==> src/lse_ram.sv <==
// ---------------------------------------------------------------------------
// lse_ram
// Generic simple dual-port RAM, one write and one registered read port.
// ---------------------------------------------------------------------------
module lse_ram #(
  parameter int Width = 8,
  parameter int Depth = 256
) (
  input  logic                     clk_i,
  input  logic                     we_i,
  input  logic [$clog2(Depth)-1:0] waddr_i,
  input  logic [Width-1:0]         wdata_i,
  input  logic [$clog2(Depth)-1:0] raddr_i,
  output logic [Width-1:0]         rdata_o
);

  logic [Width-1:0] mem_q [Depth];

  always_ff @(posedge clk_i) begin
    if (we_i) begin
      mem_q[waddr_i] <= wdata_i;
    end
    rdata_o <= mem_q[raddr_i];
  end

endmodule

==> config.mk <==
export PLATFORM = sky130hd
export DESIGN_NAME = lse_ram
export DESIGN_NICKNAME = d
export VERILOG_FILES = /design/src/lse_ram.sv
export SDC_FILE = /design/constraint.sdc
export NUM_CORES = 2
export LEC_CHECK = 0
export BUFFER_PORTS_ARGS = -buffer_cell sky130_fd_sc_hd__buf_2
export CAP_MARGIN = 0
export CELL_PAD_IN_SITES_DETAIL_PLACEMENT = 2
export CELL_PAD_IN_SITES_GLOBAL_PLACEMENT = 2
export CORE_UTILIZATION = 55
export DETAILED_ROUTE_END_ITERATION = 7
export PLACE_DENSITY_LB_ADDON = 0.1
export SYNTH_ARGS = -nofsm -noshare
export SYNTH_HDL_FRONTEND = slang
export SYNTH_SLANG_ARGS = --single-unit
export TNS_END_PERCENT = 50
==> constraint.sdc <==
create_clock -name clk_i -period 6.91 [get_ports clk_i]
set_clock_uncertainty 0.15 [all_clocks]
set_input_delay 1.382 -clock clk_i [delete_from_list [all_inputs] [get_ports clk_i]]
set_output_delay 1.382 -clock clk_i [all_outputs]
set_load 0.02 [all_outputs]
==> impl_metrics.csv, run 1 <==
group,metric,value,unit
logic_synthesis,ys_seq_area_share,77.5,%
run_status,status,"did not finish",
floorplan,fp-row-count,139,
logic_synthesis,synthTopCellsByCount,"edfxtp_1, mux4_2, nor2_1",
logic_synthesis,netlist_instances,3733,
logic_synthesis,yosysMostFrequentCell,"edfxtp_1",
placement,port_buffers,33,
logic_synthesis,synth_warnings,0,
logic_synthesis,syn_area_per_cell,21.3,um^2
placement,gp_congestion,0.840,
logic_synthesis,yosys_register_bits,2056,
logic_synthesis,yosys.area.top_type,"edfxtp_1",
logic_synthesis,ys_types,55,
logic_synthesis,yosys-top-cells-area,"edfxtp_1, mux4_2, mux2i_1",
logic_synthesis,synth_top_area_share,77.3,%
floorplan,pin_count,34,
logic_synthesis,synthArstFlopShare,0,%
floorplan,die_w,382,um
run_status,haltStage,"detailed placement",
logic_synthesis,syn_area,79600,um^2
logic_synthesis,syn-num-nets,3759,
floorplan,initial_core_util,55.4,%
logic_synthesis,synth_top_flop_cell,"edfxtp_1",
run_status,stop_error,"[ERROR DPL-0033] detailed placement checks failed during check placement.",
placement,dp_hpwl,173000,um
floorplan,die_h,382,um
logic_synthesis,synth-edff-count,2048,
==> per-stage QoR <==
| stage | area [um^2] | instances | setup WS, ps | hold slack (ps) |
|---|---|---|---|---|
| global placement | 81600 | 5517 | 1040 | 901 |
| floorplan | 79600 | 3733 | 3440 | 620 |
==> kinds of logic after synthesis <==
logic type / share of synthesized area, %
compound gates: 3.42
buf+inv: 1.83
flops: 77.5
simple gates: 2.63
mux: 14.6
==> run 2: changes to the inputs <==
- CELL_PAD_IN_SITES_DETAIL_PLACEMENT: 2 -> default
- CELL_PAD_IN_SITES_GLOBAL_PLACEMENT: 2 -> default
- CORE_UTILIZATION: 55 -> 40
- PLACE_DENSITY_LB_ADDON: 0.1 -> 0.15
==> run 2 against run 1 <==
Against the previous run: synthesized cell count is the same; the run now ends clean; area after synthesis is the same.
==> impl_metrics.csv, run 2 <==
group,metric,value,unit
route,avgRoutedWirePerCell,31.6,um
logic_synthesis,yosys_register_bits,2056,
global_routing,met2_usage,33.1,%
power,power_density,289,nW/um^2
logic_synthesis,synth_top_flop_cell,"edfxtp_1",
logic_synthesis,netlist_instances,3733,
logic_synthesis,syn_area_per_cell,21.3,um^2
cts,root_buffer,"clkbuf_16",
floorplan,initial_core_util,40.3,%
cts,clockBufferDepth,3,
logic_synthesis,yosys-top-cells-area,"edfxtp_1, mux4_2, mux2i_1",
global_routing,globalRoute.busiestLayer,"met2",
power,peakVddDrop,198,uV
placement,gp_congestion,0.800,
critical_path,critPathMaxFanout,75,
global_routing,grt_pass1_wl,296000,um
final_layout,final_common_cell,"edfxtp_1",
floorplan,coreArea,197000,um^2
sta,tightest_slew,1370,ps
final_layout,drive_above_1_share,22.2,%
critical_path,end_kind,"register",
cts,cts_hold_buf,0,
global_routing,grt_pass1_vias,38600,
cts,cts_resized,0,
final_layout,area.sequential,61700,um^2
placement,port_buffers,33,
logic_synthesis,synthTopCellsByCount,"edfxtp_1, mux4_2, nor2_1",
placement,dp_hpwl,127000,um
cts,clock_latency,850,ps
final_layout,area_growth,12.1,%
power,p_leak,27.1,nW
critical_path,start_kind,"input port",
critical_path,path_common_cell,"a21oi_1",
sta,grt_setup_unrepaired,"false",
route,viasPerCell,5.67,
placement,place_ws,1490,ps
global_routing,grt_antenna_before_repair,9,
logic_synthesis,ys_types,55,
critical_path,cp.depth,8,
route,drtPass1Iterations,5,
logic_synthesis,syn-num-nets,3759,
cts,cts_tree,"yes",
sta,setup_slack,2340,ps
final_layout,reg_top3,"mem_q x2048, rdata_o x8",
critical_path,cp_cell_sequence,"buf_8 -> buf_12 -> nand3b_1 -> o221ai_1 -> a21oi_1 -> a21oi_1 -> nor4_1 -> nor4_2",
critical_path,critPathKind,"in -> reg",
logic_synthesis,synthArstFlopShare,0,%
final_layout,final_cell_area,89200,um^2
sta,period_minus_slack,4570,ps
floorplan,dieArea,201000,um^2
critical_path,required,7430,ps
critical_path,reg2reg_depth,6,
sta,max_freq,219,MHz
logic_synthesis,yosys.area.top_type,"edfxtp_1",
critical_path,critical_path_arrival,5090,ps
final_layout,fin_util,45.2,%
route,ant_nets,0,
min_path,min_path_type,"reg -> reg",
logic_synthesis,ys_seq_area_share,77.5,%
route,vias,37800,
final_layout,top_register,"mem_q",
cts,cts_sinks,2056,
min_path,hold_depth,6,
sta,drv_slew,0,
critical_path,critPathTopFamily,"simple AND/OR/NAND/NOR gates",
cts,post_cts_buffers,0,
critical_path,critical_path.slowest_cell,"nor4_1",
sta,fin_crit_sh,66.1,%
sta,relSlewSlack,7.82,%
final_layout,fill_cells,16800,
global_routing,grt_usage,21.0,%
final_layout,nets,3877,
logic_synthesis,syn_area,79600,um^2
sta,hold_violations,0,
route,drc_errors,0,
floorplan,pin_count,34,
sta,final.setup.tns,0,ps
global_routing,grtUsageMet1,28.9,%
power,design_power_total,25.8,mW
logic_synthesis,synth_warnings,0,
global_routing,grtUsageMet3,4.93,%
floorplan,die_w,448,um
sta,setup_viol,0,
critical_path,crit_buf_inv,2,
global_routing,overflow,0,
floorplan,fp-row-count,163,
final_layout,largest_reg_flops,2048,
logic_synthesis,yosysMostFrequentCell,"edfxtp_1",
logic_synthesis,synth_top_area_share,77.3,%
run_status,status,"finished, final reports clean",
cts,cts_buffers,209,
critical_path,cpPeakStageDelay,1110,ps
final_layout,final_cell_mix,"edfxtp_1, mux4_2, nor2_1",
cts,path_clk_slew,60,ps
global_routing,grt_max_degree,167,
final_layout,multi_input_area,16500,um^2
route,drt_iter0_markers,3573,
job,max-cap-violations,0,
cts,ctsHtreeMaxLevel,4,
placement,dpl_cell_area,82800,um^2
route,wl,210000,um
floorplan,die_h,448,um
logic_synthesis,synth-edff-count,2048,
-- run 2: stage by stage --
stage / std cells / hold slack (ps)
floorplan: 3733 / 620
global route: 6667 / 839
finish: 6667 / 766
detailed placement: 6280 / 754
CTS: 6666 / 762
global placement: 6280 / 763
-- run 2: cell type report --
type                    count  area share [%]
repair buffers            140            1.41
clock inverters            96           0.824
clock buffers             290            6.36
multi-input cells        1442            18.6
flip-flops and latches   2056            69.1
diodes                      1         0.00281
well taps                2640            3.70
inverters                   2         0.00842
-- run 2: worst reg2reg max path, delay by kind of cell (launching register included) --
kind / cells / cell delay [ps]
DFF: 1 / 350
AOI/OAI and AO/OA: 3 / 1090
muxes: 1 / 480
and+or+nand+nor: 2 / 1160
-- run 2: metal layers --
layer / vias to the layer above / routed length (um)
met1: 20300 / 89600
li1: 16000 / -
met4: 2 / 6530
met3: 330 / 14100
met2: 1201 / 100000
met5: - / 9
-- run 2: logic make-up after synthesis --
| family | Yosys count | share of synthesized area (%) |
|---|---|---|
| DFF | 2056 | 77.5 |
| muxes | 591 | 14.6 |
| and+or+nand+nor | 466 | 2.63 |
| AOI/OAI and AO/OA | 385 | 3.42 |
| buffers and inverters | 235 | 1.83 |
-- run 2: path summary, 6_finish.rpt --
kind,from,end,slack [ps]
max,raddr_i[1],rdata_o[6]$_DFF_P_,2340
min reg2reg,mem_q[33][5]$_DFFE_PP_,rdata_o[5]$_DFF_P_,770
max reg2reg,mem_q[83][5]$_DFFE_PP_,rdata_o[5]$_DFF_P_,3520
min,mem_q[33][5]$_DFFE_PP_,rdata_o[5]$_DFF_P_,770
-- run 2: power breakdown --
part | internal, mW | leakage [nW] | switching (mW)
logic | 0.414 | 5.56 | 0.848
clock network | 6.01 | 3.08 | 4.72
registers | 13.8 | 18.5 | 0.0277
(Power assumes the default switching activity.)
